<file path="src/dltq_pkg.sv">
// Shared types, constants and codes for the delta-list timer queue.
package dltq_pkg;

    localparam int DEPTH_DEF     = 16;
    localparam int ID_BITS_DEF   = 8;
    localparam int TIME_BITS_DEF = 16;

    localparam logic REQ_SET  = 1'b0;
    localparam logic REQ_TICK = 1'b1;

    localparam logic EVT_EXPIRED  = 1'b0;
    localparam logic EVT_REJECTED = 1'b1;

    typedef struct packed {
        logic        req_type;
        logic [7:0]  timer_id;
        logic [15:0] duration;
    } t_req;

    typedef struct packed {
        logic       event_kind;
        logic [7:0] event_id;
        logic       last_event;
    } t_evt;

    typedef enum logic [3:0] {
        ST_IDLE,
        ST_REJECT,
        ST_WALK_RD,
        ST_WALK_EV,
        ST_SH_RD,
        ST_SH_WR,
        ST_INSERT,
        ST_TICK_RD,
        ST_TICK_EV,
        ST_TICK_LAST,
        ST_CMP_RD,
        ST_CMP_WR
    } t_state;

    typedef enum logic [3:0] {
        OP_NONE,
        OP_LOAD,
        OP_REJECT,
        OP_WALK_STEP,
        OP_SH_START,
        OP_SH_RD,
        OP_SH_WR,
        OP_INSERT,
        OP_TICK_RD,
        OP_TICK_TAKE,
        OP_KEEP_HEAD,
        OP_CMP_START,
        OP_CMP_RD,
        OP_CMP_WR,
        OP_CMP_DONE
    } t_op;

    // Command from the controller; emit sends the held expired id out
    typedef struct packed {
        t_op  op;
        logic emit;
        logic emit_last;
    } t_cmd;

    typedef struct packed {
        logic full;
        logic empty;
        logic walk_more;
        logic walk_last;
        logic sh_at_pos;
        logic expires;
        logic tick_last;
        logic pos_zero;
        logic cmp_done;
    } t_sts;

endpackage

</file>
<file path="src/delta_list_timer_queue_unit.sv">
// Top level of the delta-list timer queue: controller plus datapath.
//
//  channel   direction  handshake                 word
//  request   in         start, busy               i_req  (req_type, timer_id, duration)
//  result    out        o_strobe (one cycle)      o_evt  (event_kind, event_id, last_event)
//
// A request is taken on a rising edge with start high and busy low; busy then stays high
// until it is done. A set walks past the entries ahead of it, moves the later entries up
// one place (none when it lands at the tail) and inserts; it is rejected on a full list.
// A tick hands out each expired entry and moves the survivors down, or else decrements
// the head when none expires; busy does not rise for a tick on an empty list.
// Synchronous active-low reset empties the list. Results cannot be stalled.
module delta_list_timer_queue_unit #(
    parameter int DEPTH     = dltq_pkg::DEPTH_DEF,
    parameter int ID_BITS   = dltq_pkg::ID_BITS_DEF,
    parameter int TIME_BITS = dltq_pkg::TIME_BITS_DEF
) (
    input  logic           i_clk,
    input  logic           i_rst_n,
    input  logic           start,
    output logic           busy,
    input  dltq_pkg::t_req i_req,
    output logic           o_strobe,
    output dltq_pkg::t_evt o_evt
);

    dltq_pkg::t_cmd cmd;
    dltq_pkg::t_sts sts;

    // Sequence the set walk, shift, tick scan and compaction
    dltq_ctrl u_ctrl (
        .i_clk      (i_clk),
        .i_rst_n    (i_rst_n),
        .start      (start),
        .i_req_type (i_req.req_type),
        .i_sts      (sts),
        .o_cmd      (cmd),
        .busy       (busy)
    );

    // Hold the list and produce results
    dltq_dp #(
        .DEPTH     (DEPTH),
        .ID_BITS   (ID_BITS),
        .TIME_BITS (TIME_BITS)
    ) u_dp (
        .i_clk    (i_clk),
        .i_rst_n  (i_rst_n),
        .i_req    (i_req),
        .i_cmd    (cmd),
        .o_sts    (sts),
        .o_strobe (o_strobe),
        .o_evt    (o_evt)
    );

endmodule

</file>
<file path="src/dltq_ctrl.sv">
// Controller state machine for the delta-list timer queue.
module dltq_ctrl (
    input  logic           i_clk,
    input  logic           i_rst_n,
    input  logic           start,
    input  logic           i_req_type,
    input  dltq_pkg::t_sts i_sts,
    output dltq_pkg::t_cmd o_cmd,
    output logic           busy
);

    dltq_pkg::t_state r_state;
    dltq_pkg::t_state n_state;

    always_ff @(posedge i_clk) begin
        if (!i_rst_n) begin
            r_state <= dltq_pkg::ST_IDLE;
        end else begin
            r_state <= n_state;
        end
    end

    always_comb begin
        n_state         = r_state;
        o_cmd.op        = dltq_pkg::OP_NONE;
        o_cmd.emit      = 1'b0;
        o_cmd.emit_last = 1'b0;
        busy            = (r_state != dltq_pkg::ST_IDLE);
        unique case (r_state)
            dltq_pkg::ST_IDLE: begin
                if (start) begin
                    o_cmd.op = dltq_pkg::OP_LOAD;
                    if (i_req_type == dltq_pkg::REQ_TICK) begin
                        if (!i_sts.empty) begin
                            n_state = dltq_pkg::ST_TICK_RD;
                        end
                    end else if (i_sts.full) begin
                        n_state = dltq_pkg::ST_REJECT;
                    end else if (i_sts.empty) begin
                        n_state = dltq_pkg::ST_INSERT;
                    end else begin
                        n_state = dltq_pkg::ST_WALK_RD;
                    end
                end
            end
            dltq_pkg::ST_REJECT: begin
                o_cmd.op = dltq_pkg::OP_REJECT;
                n_state  = dltq_pkg::ST_IDLE;
            end
            dltq_pkg::ST_WALK_RD: begin
                n_state = dltq_pkg::ST_WALK_EV;
            end
            dltq_pkg::ST_WALK_EV: begin
                if (i_sts.walk_more) begin
                    o_cmd.op = dltq_pkg::OP_WALK_STEP;
                    n_state  = i_sts.walk_last ? dltq_pkg::ST_INSERT : dltq_pkg::ST_WALK_RD;
                end else begin
                    o_cmd.op = dltq_pkg::OP_SH_START;
                    n_state  = dltq_pkg::ST_SH_RD;
                end
            end
            dltq_pkg::ST_SH_RD: begin
                o_cmd.op = dltq_pkg::OP_SH_RD;
                n_state  = dltq_pkg::ST_SH_WR;
            end
            dltq_pkg::ST_SH_WR: begin
                o_cmd.op = dltq_pkg::OP_SH_WR;
                n_state  = i_sts.sh_at_pos ? dltq_pkg::ST_INSERT : dltq_pkg::ST_SH_RD;
            end
            dltq_pkg::ST_INSERT: begin
                o_cmd.op = dltq_pkg::OP_INSERT;
                n_state  = dltq_pkg::ST_IDLE;
            end
            dltq_pkg::ST_TICK_RD: begin
                o_cmd.op = dltq_pkg::OP_TICK_RD;
                n_state  = dltq_pkg::ST_TICK_EV;
            end
            dltq_pkg::ST_TICK_EV: begin
                if (i_sts.expires) begin
                    // hand out the previous expiry, hold this one
                    o_cmd.op   = dltq_pkg::OP_TICK_TAKE;
                    o_cmd.emit = !i_sts.pos_zero;
                    n_state    = i_sts.tick_last ? dltq_pkg::ST_TICK_LAST
                                                 : dltq_pkg::ST_TICK_RD;
                end else if (i_sts.pos_zero) begin
                    o_cmd.op = dltq_pkg::OP_KEEP_HEAD;
                    n_state  = dltq_pkg::ST_IDLE;
                end else begin
                    o_cmd.op        = dltq_pkg::OP_CMP_START;
                    o_cmd.emit      = 1'b1;
                    o_cmd.emit_last = 1'b1;
                    n_state         = dltq_pkg::ST_CMP_RD;
                end
            end
            dltq_pkg::ST_TICK_LAST: begin
                o_cmd.op        = dltq_pkg::OP_CMP_START;
                o_cmd.emit      = 1'b1;
                o_cmd.emit_last = 1'b1;
                n_state         = dltq_pkg::ST_CMP_RD;
            end
            dltq_pkg::ST_CMP_RD: begin
                if (i_sts.cmp_done) begin
                    o_cmd.op = dltq_pkg::OP_CMP_DONE;
                    n_state  = dltq_pkg::ST_IDLE;
                end else begin
                    o_cmd.op = dltq_pkg::OP_CMP_RD;
                    n_state  = dltq_pkg::ST_CMP_WR;
                end
            end
            dltq_pkg::ST_CMP_WR: begin
                o_cmd.op = dltq_pkg::OP_CMP_WR;
                n_state  = dltq_pkg::ST_CMP_RD;
            end
            default: begin
                n_state = dltq_pkg::ST_IDLE;
            end
        endcase
    end

endmodule

</file>
<file path="src/dltq_dp.sv">
// Datapath of the delta-list timer queue: list memory, walk and shift pointers, result register.
module dltq_dp #(
    parameter int DEPTH     = dltq_pkg::DEPTH_DEF,
    parameter int ID_BITS   = dltq_pkg::ID_BITS_DEF,
    parameter int TIME_BITS = dltq_pkg::TIME_BITS_DEF
) (
    input  logic           i_clk,
    input  logic           i_rst_n,
    input  dltq_pkg::t_req i_req,
    input  dltq_pkg::t_cmd i_cmd,
    output dltq_pkg::t_sts o_sts,
    output logic           o_strobe,
    output dltq_pkg::t_evt o_evt
);

    localparam int IDW = (ID_BITS < 8) ? ID_BITS : 8;
    localparam int TW  = (TIME_BITS < 16) ? TIME_BITS : 16;
    localparam int EW  = IDW + TW;
    localparam int CW  = $clog2(DEPTH + 1);
    localparam int IW  = $clog2(DEPTH);

    logic [EW-1:0]  r_mem [DEPTH];
    logic [EW-1:0]  r_rd;
    logic [CW-1:0]  r_cnt;
    logic [CW-1:0]  r_pos;
    logic [CW-1:0]  r_ptr;
    logic [TW-1:0]  r_rem;
    logic [IDW-1:0] r_id;
    logic [IDW-1:0] r_pend;
    logic           r_strobe;
    dltq_pkg::t_evt r_evt;

    logic [TW-1:0]  rd_delta;
    logic [IDW-1:0] rd_id;
    logic [CW-1:0]  cmp_src;
    logic [CW-1:0]  rd_addr;
    logic           wr_en;
    logic [CW-1:0]  wr_addr;
    logic [EW-1:0]  wr_data;

    assign rd_delta = r_rd[TW-1:0];
    assign rd_id    = r_rd[EW-1:TW];
    assign cmp_src  = r_ptr + r_pos;

    assign o_sts.full      = (r_cnt == CW'(DEPTH));
    assign o_sts.empty     = (r_cnt == '0);
    assign o_sts.walk_more = (r_rem > rd_delta);
    assign o_sts.walk_last = ((r_pos + CW'(1)) == r_cnt);
    assign o_sts.sh_at_pos = (r_ptr == r_pos);
    assign o_sts.pos_zero  = (r_pos == '0);
    assign o_sts.expires   = (r_pos == '0) ? (rd_delta <= TW'(1)) : (rd_delta == '0);
    assign o_sts.tick_last = ((r_pos + CW'(1)) == r_cnt);
    assign o_sts.cmp_done  = (cmp_src == r_cnt);

    // Read address and write port follow the command
    always_comb begin
        rd_addr = r_pos;
        wr_en   = 1'b0;
        wr_addr = r_pos;
        wr_data = {r_id, r_rem};
        unique case (i_cmd.op)
            dltq_pkg::OP_SH_RD:  rd_addr = r_ptr;
            dltq_pkg::OP_CMP_RD: rd_addr = cmp_src;
            dltq_pkg::OP_SH_WR: begin
                wr_en   = 1'b1;
                wr_addr = r_ptr + CW'(1);
                wr_data = {rd_id, (r_ptr == r_pos) ? (rd_delta - r_rem) : rd_delta};
            end
            dltq_pkg::OP_INSERT: begin
                wr_en = 1'b1;
            end
            dltq_pkg::OP_KEEP_HEAD: begin
                wr_en   = 1'b1;
                wr_addr = '0;
                wr_data = {rd_id, rd_delta - TW'(1)};
            end
            dltq_pkg::OP_CMP_WR: begin
                wr_en   = 1'b1;
                wr_addr = r_ptr;
                wr_data = r_rd;
            end
            default: begin
            end
        endcase
    end

    always_ff @(posedge i_clk) begin
        if (wr_en) begin
            r_mem[wr_addr[IW-1:0]] <= wr_data;
        end
        r_rd <= r_mem[rd_addr[IW-1:0]];
    end

    // Control state: fill count and result strobe
    always_ff @(posedge i_clk) begin
        if (!i_rst_n) begin
            r_cnt    <= '0;
            r_strobe <= 1'b0;
        end else begin
            r_strobe <= i_cmd.emit || (i_cmd.op == dltq_pkg::OP_REJECT);
            if (i_cmd.op == dltq_pkg::OP_INSERT) begin
                r_cnt <= r_cnt + CW'(1);
            end else if (i_cmd.op == dltq_pkg::OP_CMP_DONE) begin
                r_cnt <= r_cnt - r_pos;
            end
        end
    end

    // Walk pointers, remainder and held ids
    always_ff @(posedge i_clk) begin
        unique case (i_cmd.op)
            dltq_pkg::OP_LOAD: begin
                r_id  <= i_req.timer_id[IDW-1:0];
                r_rem <= i_req.duration[TW-1:0];
                r_pos <= '0;
                r_ptr <= '0;
            end
            dltq_pkg::OP_WALK_STEP: begin
                r_rem <= r_rem - rd_delta;
                r_pos <= r_pos + CW'(1);
            end
            dltq_pkg::OP_SH_START: r_ptr <= r_cnt - CW'(1);
            dltq_pkg::OP_SH_WR:    r_ptr <= r_ptr - CW'(1);
            dltq_pkg::OP_TICK_TAKE: begin
                r_pend <= rd_id;
                r_pos  <= r_pos + CW'(1);
            end
            dltq_pkg::OP_CMP_START: r_ptr <= '0;
            dltq_pkg::OP_CMP_WR:    r_ptr <= r_ptr + CW'(1);
            default: begin
            end
        endcase
        if (i_cmd.op == dltq_pkg::OP_REJECT) begin
            r_evt.event_kind <= dltq_pkg::EVT_REJECTED;
            r_evt.event_id   <= 8'(r_id);
            r_evt.last_event <= 1'b1;
        end else begin
            r_evt.event_kind <= dltq_pkg::EVT_EXPIRED;
            r_evt.event_id   <= 8'(r_pend);
            r_evt.last_event <= i_cmd.emit_last;
        end
    end

    assign o_strobe = r_strobe;
    assign o_evt    = r_evt;

    a_cnt_bound: assert property (@(posedge i_clk) disable iff (!i_rst_n)
        r_cnt <= CW'(DEPTH))
        else $error("entry count beyond depth");

    a_no_insert_full: assert property (@(posedge i_clk) disable iff (!i_rst_n)
        (i_cmd.op == dltq_pkg::OP_INSERT) |-> (r_cnt < CW'(DEPTH)))
        else $error("insert into a full list");

    a_shift_in_range: assert property (@(posedge i_clk) disable iff (!i_rst_n)
        (i_cmd.op == dltq_pkg::OP_SH_WR) |-> (r_ptr < r_cnt && r_ptr >= r_pos))
        else $error("shift pointer outside live entries");

    a_reject_last: assert property (@(posedge i_clk) disable iff (!i_rst_n)
        (i_cmd.op == dltq_pkg::OP_REJECT) |=> (o_strobe && o_evt.last_event))
        else $error("rejection not marked as last word");

endmodule

</file>
<file path="config.mk">
export PLATFORM = sky130hd
export DESIGN_NAME = delta_list_timer_queue_unit
export DESIGN_NICKNAME = d
export VERILOG_FILES = /design/src/dltq_pkg.sv /design/src/delta_list_timer_queue_unit.sv /design/src/dltq_ctrl.sv /design/src/dltq_dp.sv
export SDC_FILE = /design/constraint.sdc
export NUM_CORES = 1
export LEC_CHECK = 0
export BUFFER_PORTS_ARGS = -buffer_cell sky130_fd_sc_hd__buf_2
export CAP_MARGIN = 20
export CORE_MARGIN = 5
export CORE_UTILIZATION = 55
export CTS_CLUSTER_DIAMETER = 150
export DETAILED_ROUTE_END_ITERATION = 10
export PLACE_DENSITY = 0.71
export SETUP_SLACK_MARGIN = 0.4
export SLEW_MARGIN = 20
export SYNTH_ARGS = -nofsm -noshare
export SYNTH_HDL_FRONTEND = slang
export SYNTH_SLANG_ARGS = --single-unit
export TNS_END_PERCENT = 20
</file>
<file path="constraint.sdc">
create_clock -name i_clk -period 10.65 [get_ports i_clk]
set_clock_uncertainty 0.15 [all_clocks]
set_input_delay 3.195 -clock i_clk [delete_from_list [all_inputs] [get_ports i_clk]]
set_output_delay 3.195 -clock i_clk [all_outputs]
set_load 0.1 [all_outputs]
</file>
==> results of run 1 <==
sequential cells by signal, indices dropped and copies added (netlist names):
register / flops
u_dp.r_pend: 8
u_dp.r_pos: 5
u_dp.r_rd: 24
u_dp.r_ptr: 5
u_dp.o_strobe: 1
u_dp.o_evt: 10
u_dp.r_id: 8
u_dp.r_mem: 384
u_dp.r_rem: 16
u_ctrl.r_state: 4
u_dp.r_cnt: 5
cells by family after synthesis:
group | count (synthesis) | synth area share, %
flops | 470 | 61.6
buf+inv | 134 | 3.25
compound gates | 213 | 6.36
simple gates | 271 | 5.91
fa+ha+maj | 55 | 3.24
xor+xnor | 49 | 1.93
mux | 390 | 17.7
power breakdown:
group          leakage, nW  internal (mW)  switching (mW)
sequential            4.21           2.58           0.232
combinational         4.65           1.51            2.54
clock                0.714          0.906           0.681
metal layers:
| layer | wire length [um] | up-vias |
|---|---|---|
| met5 | 0 | - |
| met4 | 1020 | 0 |
| met3 | 2660 | 81 |
| met2 | 22800 | 340 |
| met1 | 21500 | 6302 |
| li1 | - | 6012 |
final cells by class:
| type | instances | area, um2 |
|---|---|---|
| inverter | 58 | 218 |
| clock buffer | 72 | 1310 |
| fill | 3044 | 15400 |
| clock inverter | 16 | 174 |
| timing repair buffer | 57 | 355 |
| tap | 525 | 657 |
| sequential | 470 | 13700 |
| multi-input combinational | 978 | 8010 |
worst min path at each step:
stage	start	to	cells after the start
3_5_place_dp	u_dp.r_rd[16]	u_dp.r_pend[0]	0
2_1_floorplan	u_dp.r_rd[16]	u_dp.r_pend[0]	0
3_3_place_gp	u_dp.r_rd[16]	u_dp.r_pend[0]	0
6_report	u_dp.r_rd[16]	u_dp.r_pend[0]	0
4_1_cts	u_dp.r_rd[16]	u_dp.r_pend[0]	0
5_1_grt	u_dp.r_rd[16]	u_dp.r_pend[0]	0
critical path: cells and delay by family:
kind	cells	cell delay, ps
simple gates	6	2310
compound gates	3	1350
buf+inv	1	120
cell usage in the layout (no fill, tap or decap), types with 23 or more instances in the layout:
master | Yosys | layout
nor2_1 | 86 | 70
a21oi_1 | 61 | 59
nor2b_1 | 23 | 23
mux2i_1 | 368 | 368
clkbuf_16 | 0 | 48
ha_1 | 51 | 51
xor2_1 | 27 | 27
edfxtp_1 | 426 | 426
inv_1 | 58 | 58
buf_2 | 24 | 39
dfxtp_1 | 44 | 44
o21ai_0 | 52 | 50
nand2_1 | 73 | 73
through the flow:
step                      instance area (um2)  std cells  total power, mW  hold WS, ps
after floorplan                         22200       1582             5.83          258
after global placement                  22900       2088             6.80          262
after detailed placement                22900       2088             6.87          265
after CTS                               24400       2176             8.47          279
after global routing                    24400       2176             8.92          295
final                                   24400       2176             8.45          283
==> summary.txt, run 1 <==
Critical path
  – Critical path's largest stage delay: 820 ps
  – Worst setup EP type: register
  – Worst r2r src: u_dp.r_pos[0]
  – CP Data Arrival Time: 6990 ps
  – Setup crit end: u_dp.r_mem[13][15]
  – Worst-path cell chain: buf_2, a31oi_1, nor2_1, a221oi_2, nand2_1, nor3_4, nor3_2, a222oi_1, nand2b_1, nor2_4
  – Reg-to-reg setup timing slack: 4940 ps
  – Worst setup path startpoint: start
  – Critical path launch point type: input port
  – CP max-delay cell: nor2_4
  – R2R depth: 15
  – Reg2reg end: u_dp.r_mem[13][15]
  – CP max FO: 24
  – CP required: 10,700 ps
  – Crit Path Class: input port to register

Timing
  – Min Tclk post-route: 6940 ps
  – Accumulated negative setup slack: 0 ps
  – Setup WS post-layout: 3710 ps
  – Period utilisation layout: 65.2%
  – Max-slew headroom: 31.2%
  – Final setup viols: 0
  – Worst-Margin Slew: 1030 ps
  – Fin. Hold Viols: 0
  – Pins Over Slew Limit: 0
  – RSZ-0062 raised after global routing: false
  – Highest clock rate: 144 MHz

Global route
  – GR peak layer: met2
  – Global-route usage over all layers: 21.3%
  – Vias in the first global route: 12,644
  – GR Overflow Total: 0
  – Initial antenna violation count: 0
  – First-pass GRT wire length: 73.1 mm
  – GR Util met3: 3.62%
  – Met2 usage: 34.7%
  – Met1 Use GR: 30.1%
  – Largest net degree at the start of global routing: 97

Layout
  – Area Overhead vs Synth: 9.94%
  – Finished Core Util: 61.3%
  – Nets: 1,696
  – Ant diodes: 0
  – Share of cells above drive strength 1: 11.6%

Clock tree
  – Postcts setup bufs: 0
  – Worst skew pair latency: 580 ps
  – Clock Root Buffer: clkbuf_16
  – Post-cts resize count: 0
  – CTS tree: done
  – # hold bufs at CTS: 0
  – Clock slew at reported path FFs: 60 ps
  – Clock Sinks: 470
  – CTS buffer count: 48
  – H-Tree Depth: 2
  – Clock buffer depth: 3

Logic synthesis
  – Post-synthesis sequential area ratio: 61.6%
  – Post-synth ARST share: 0%
  – Count leader, synth: edfxtp_1
  – Synth Instances: 1,582
  – Post-synth top flop: edfxtp_1
  – Synth cell types: 75
  – Mapped Area: 22,200 um2
  – Post-synth top cells: edfxtp_1 (426), mux2i_1 (368), nor2_1 (86)
  – Post-synth top area cell: edfxtp_1
  – Synthesis-stage register bit count: 470
  – Share of the synthesized area in the top cell type: 57.6%
  – Number of enable flip-flop cells after synthesis: 426
  – Average cell area after synthesis: 14.0 um2
  – Syn Nets: 1,665
  – Top post-synthesis cells by area: edfxtp_1 (58%), mux2i_1 (17%), dfxtp_1 (4.0%), ha_1 (2.9%), nor2_1 (1.5%)
  – Synth warnings: 0

Drt
  – Drt pass-1 iters: 6
  – Initial drt markers: 997
  – Post-DRT Antenna Nets: 0
  – DRC: 0
  – Final WL: 47.9 mm
  – Vias: 12,735
  – DR vias/cell: 5.85
  – Wire length per cell: 22.0 um

Floorplan
  – Die outline height: 211 um
  – Num ports: 40
  – Core area: 39,800 um2
  – DIE AREA: 44,500 um2
  – Die width: 211 um
  – Starting Density: 55.7%
  – Row cnt: 73

Placed design
  – GPL Wtd Cong: 0.941
  – Hpwl dp: 31.1 mm
  – DP Worst Slack: 3220 ps
  – Buffers on Ports: 39

Flow run
  – Maxcap violations: 0

Pwr
  – Pwr/cell area: 346 nW/um2
  – Pleak: 9.57 nW
  – Peak supply drop: 235 uV

Min path
  – Hold crit path type: register to register

Outcome
  – Outcome: complete, no violations
(Power assumes the default switching activity.)
==> run 2: changes to the inputs <==
- clock period: 10.65 -> 6.8 ns (I/O delays scaled with it)
==> run 2 against run 1 <==
Clock power increased by 60%. Routed wire length rose by 1.7%. Largest cell class unchanged. Sequential share of layout area down 0.84 points. Global-route usage is 0.44 points higher. Utilization up 0.94 points. Critical path depth grew 7. Combinational power grew 64%. Sequential cell count stayed put. Sequential power rose by 54%. Register-to-register slack got worse by 4100 ps.
==> summary.txt, run 2 (synthesis gave the netlist of run 1 again) <==
Timing
  – Fin. Hold Viols: 0
  – Final setup viols: 0
  – Setup WS post-layout: 815 ps
  – Worst-Margin Slew: 1090 ps
  – Highest clock rate: 167 MHz
  – Accumulated negative setup slack: 0 ps
  – Max-slew headroom: 27.1%
  – Pins Over Slew Limit: 0
  – Min Tclk post-route: 5980 ps
  – RSZ-0062 raised after global routing: false
  – Hold slack: 281 ps
  – Period utilisation layout: 88.0%

Global route
  – First-pass GRT wire length: 74.5 mm
  – Vias in the first global route: 12,932
  – Largest net degree at the start of global routing: 64
  – Global-route usage over all layers: 21.8%
  – GR Overflow Total: 0
  – Initial antenna violation count: 0

Floorplan
  – Die outline height: 211 um
  – Die width: 211 um
  – Row cnt: 73
  – Core area: 39,800 um2
  – DIE AREA: 44,500 um2
  – Num ports: 40
  – Starting Density: 55.7%

Clock tree
  – Post-cts resize count: 0
  – CTS tree: done
  – Clock buffer depth: 3
  – Clock Sinks: 470
  – # hold bufs at CTS: 0
  – CTS buffer count: 48
  – Clock slew at reported path FFs: 60 ps
  – Clock Root Buffer: clkbuf_16
  – Postcts setup bufs: 0
  – Worst skew pair latency: 610 ps
  – H-Tree Depth: 2

Outcome
  – Outcome: complete, no violations

Critical path
  – Worst setup EP type: register
  – Critical path buffer and inverter count: 3
  – Worst path depth: 17
  – CP max-delay cell: nor3_2
  – R2R depth: 17
  – Crit Path Class: register to register
  – Worst-path cell chain: buf_4, inv_1, ha_1, nor3b_1, ha_1, nor2_1, a21o_1, or4_1, a22oi_1, o41a_4, or2_4, nor3_4, buf_4, nor3_2, a222oi_1, or2_1, nor2_4
  – Critical path's largest stage delay: 870 ps
  – CP max FO: 24
  – CP required: 6860 ps
  – CP Data Arrival Time: 6050 ps
  – Family with the most delay on the worst path: simple AND/OR/NAND/NOR gates
  – Critical path launch point type: register

Pwr
  – Total Power: 13.5 mW
  – Internal Power: 7.97 mW
  – Pleak: 9.81 nW
  – Combinational power share: 49.2%
  – Sw Ratio: 41.1%
  – Pwr/cell area: 546 nW/um2
  – Peak supply drop: 316 uV
  – Switching component of the power: 5.55 mW
  – Seq pwr share: 32.1%
  – Clock power share: 18.7%

Drt
  – DR vias/cell: 5.82
  – Initial drt markers: 860
  – Final WL: 48.8 mm
  – Met2 wire length: 23.0 mm
  – Vias: 12,894
  – Wire length per cell: 22.0 um
  – DRT met1 WL: 21.6 mm
  – Drt pass-1 iters: 5
  – Post-DRT Antenna Nets: 0
  – DRC: 0
  – Top layer in use: met4
  – Met3 wire length: 2.99 mm

Min path
  – WHS Path Cells: 0
  – Hold crit path type: register to register

Placed design
  – Cells after DPL: 2,125
  – GPL Wtd Cong: 0.919
  – DP Worst Slack: 574 ps
  – Placed inst area: 23,200 um2
  – Hpwl dp: 32.5 mm
  – Buffers on Ports: 39

Layout
  – Final cell count without fillers: 2,215
  – Max FFs per register: 384
  – Design Area, Final: 24,800 um2
  – Commonest non-fill, non-tap cell in the layout: edfxtp_1
  – Fill cells: 3,029
  – Most frequent cells in the layout: edfxtp_1 (426), mux2i_1 (368), nand2_1 (73), nor2_1 (70), a21oi_1 (60)
  – Finished Core Util: 62.2%
  – Share of cells above drive strength 1: 13.9%
  – Nets: 1,733
  – Area Overhead vs Synth: 11.6%
  – Ant diodes: 0

Flow run
  – Maxcap violations: 0
==> run 2: cell types whose count changed in the layout (fill, tap and decap cells not counted), moves of 4 or more <==
cell      delta
buf_4       +29
a31oi_1      +4
a31oi_2      -4
clkinv_2     +8
buf_12       +6
clkbuf_1    -12
==> run 2: final timing paths <==
path | start | end | slack [ps]
setup / recovery | u_dp.r_pos[1] | u_dp.r_mem[15][20] | 820
hold / removal | u_dp.r_rd[22] | u_dp.r_pend[6] | 280
setup reg to reg | u_dp.r_pos[1] | u_dp.r_mem[15][20] | 820
hold reg to reg | u_dp.r_rd[22] | u_dp.r_pend[6] | 280
==> run 2: power groups by stage <==
stage                     sequential, mW  combinational [mW]  clock (mW)
after detailed placement            4.39                6.60           0
final                               4.34                6.65        2.54
after CTS                           4.33                6.64        2.59
after floorplan                     4.42                4.72           0
after global placement              4.38                6.49           0
after global routing                4.37                7.17        2.72
==> run 2: cell type report <==
| type | count | area, um2 | area share, % |
|---|---|---|---|
| inverters | 58 | 218 | 0.879 |
| flip-flops and latches | 470 | 13700 | 55.2 |
| multi-input cells | 978 | 7980 | 32.2 |
| repair buffers | 94 | 716 | 2.89 |
| clock inverters | 31 | 278 | 1.12 |
| well taps | 525 | 657 | 2.65 |
| clock buffers | 59 | 1250 | 5.06 |
==> run 2: per-layer routing <==
| metal | vias up | global-route usage (%) |
|---|---|---|
| li1 | 6081 | - |
| met1 | 6359 | 30.5 |
| met2 | 371 | 35.4 |
| met3 | 83 | 3.80 |
| met4 | 0 | 6.35 |
| met5 | - | 0 |
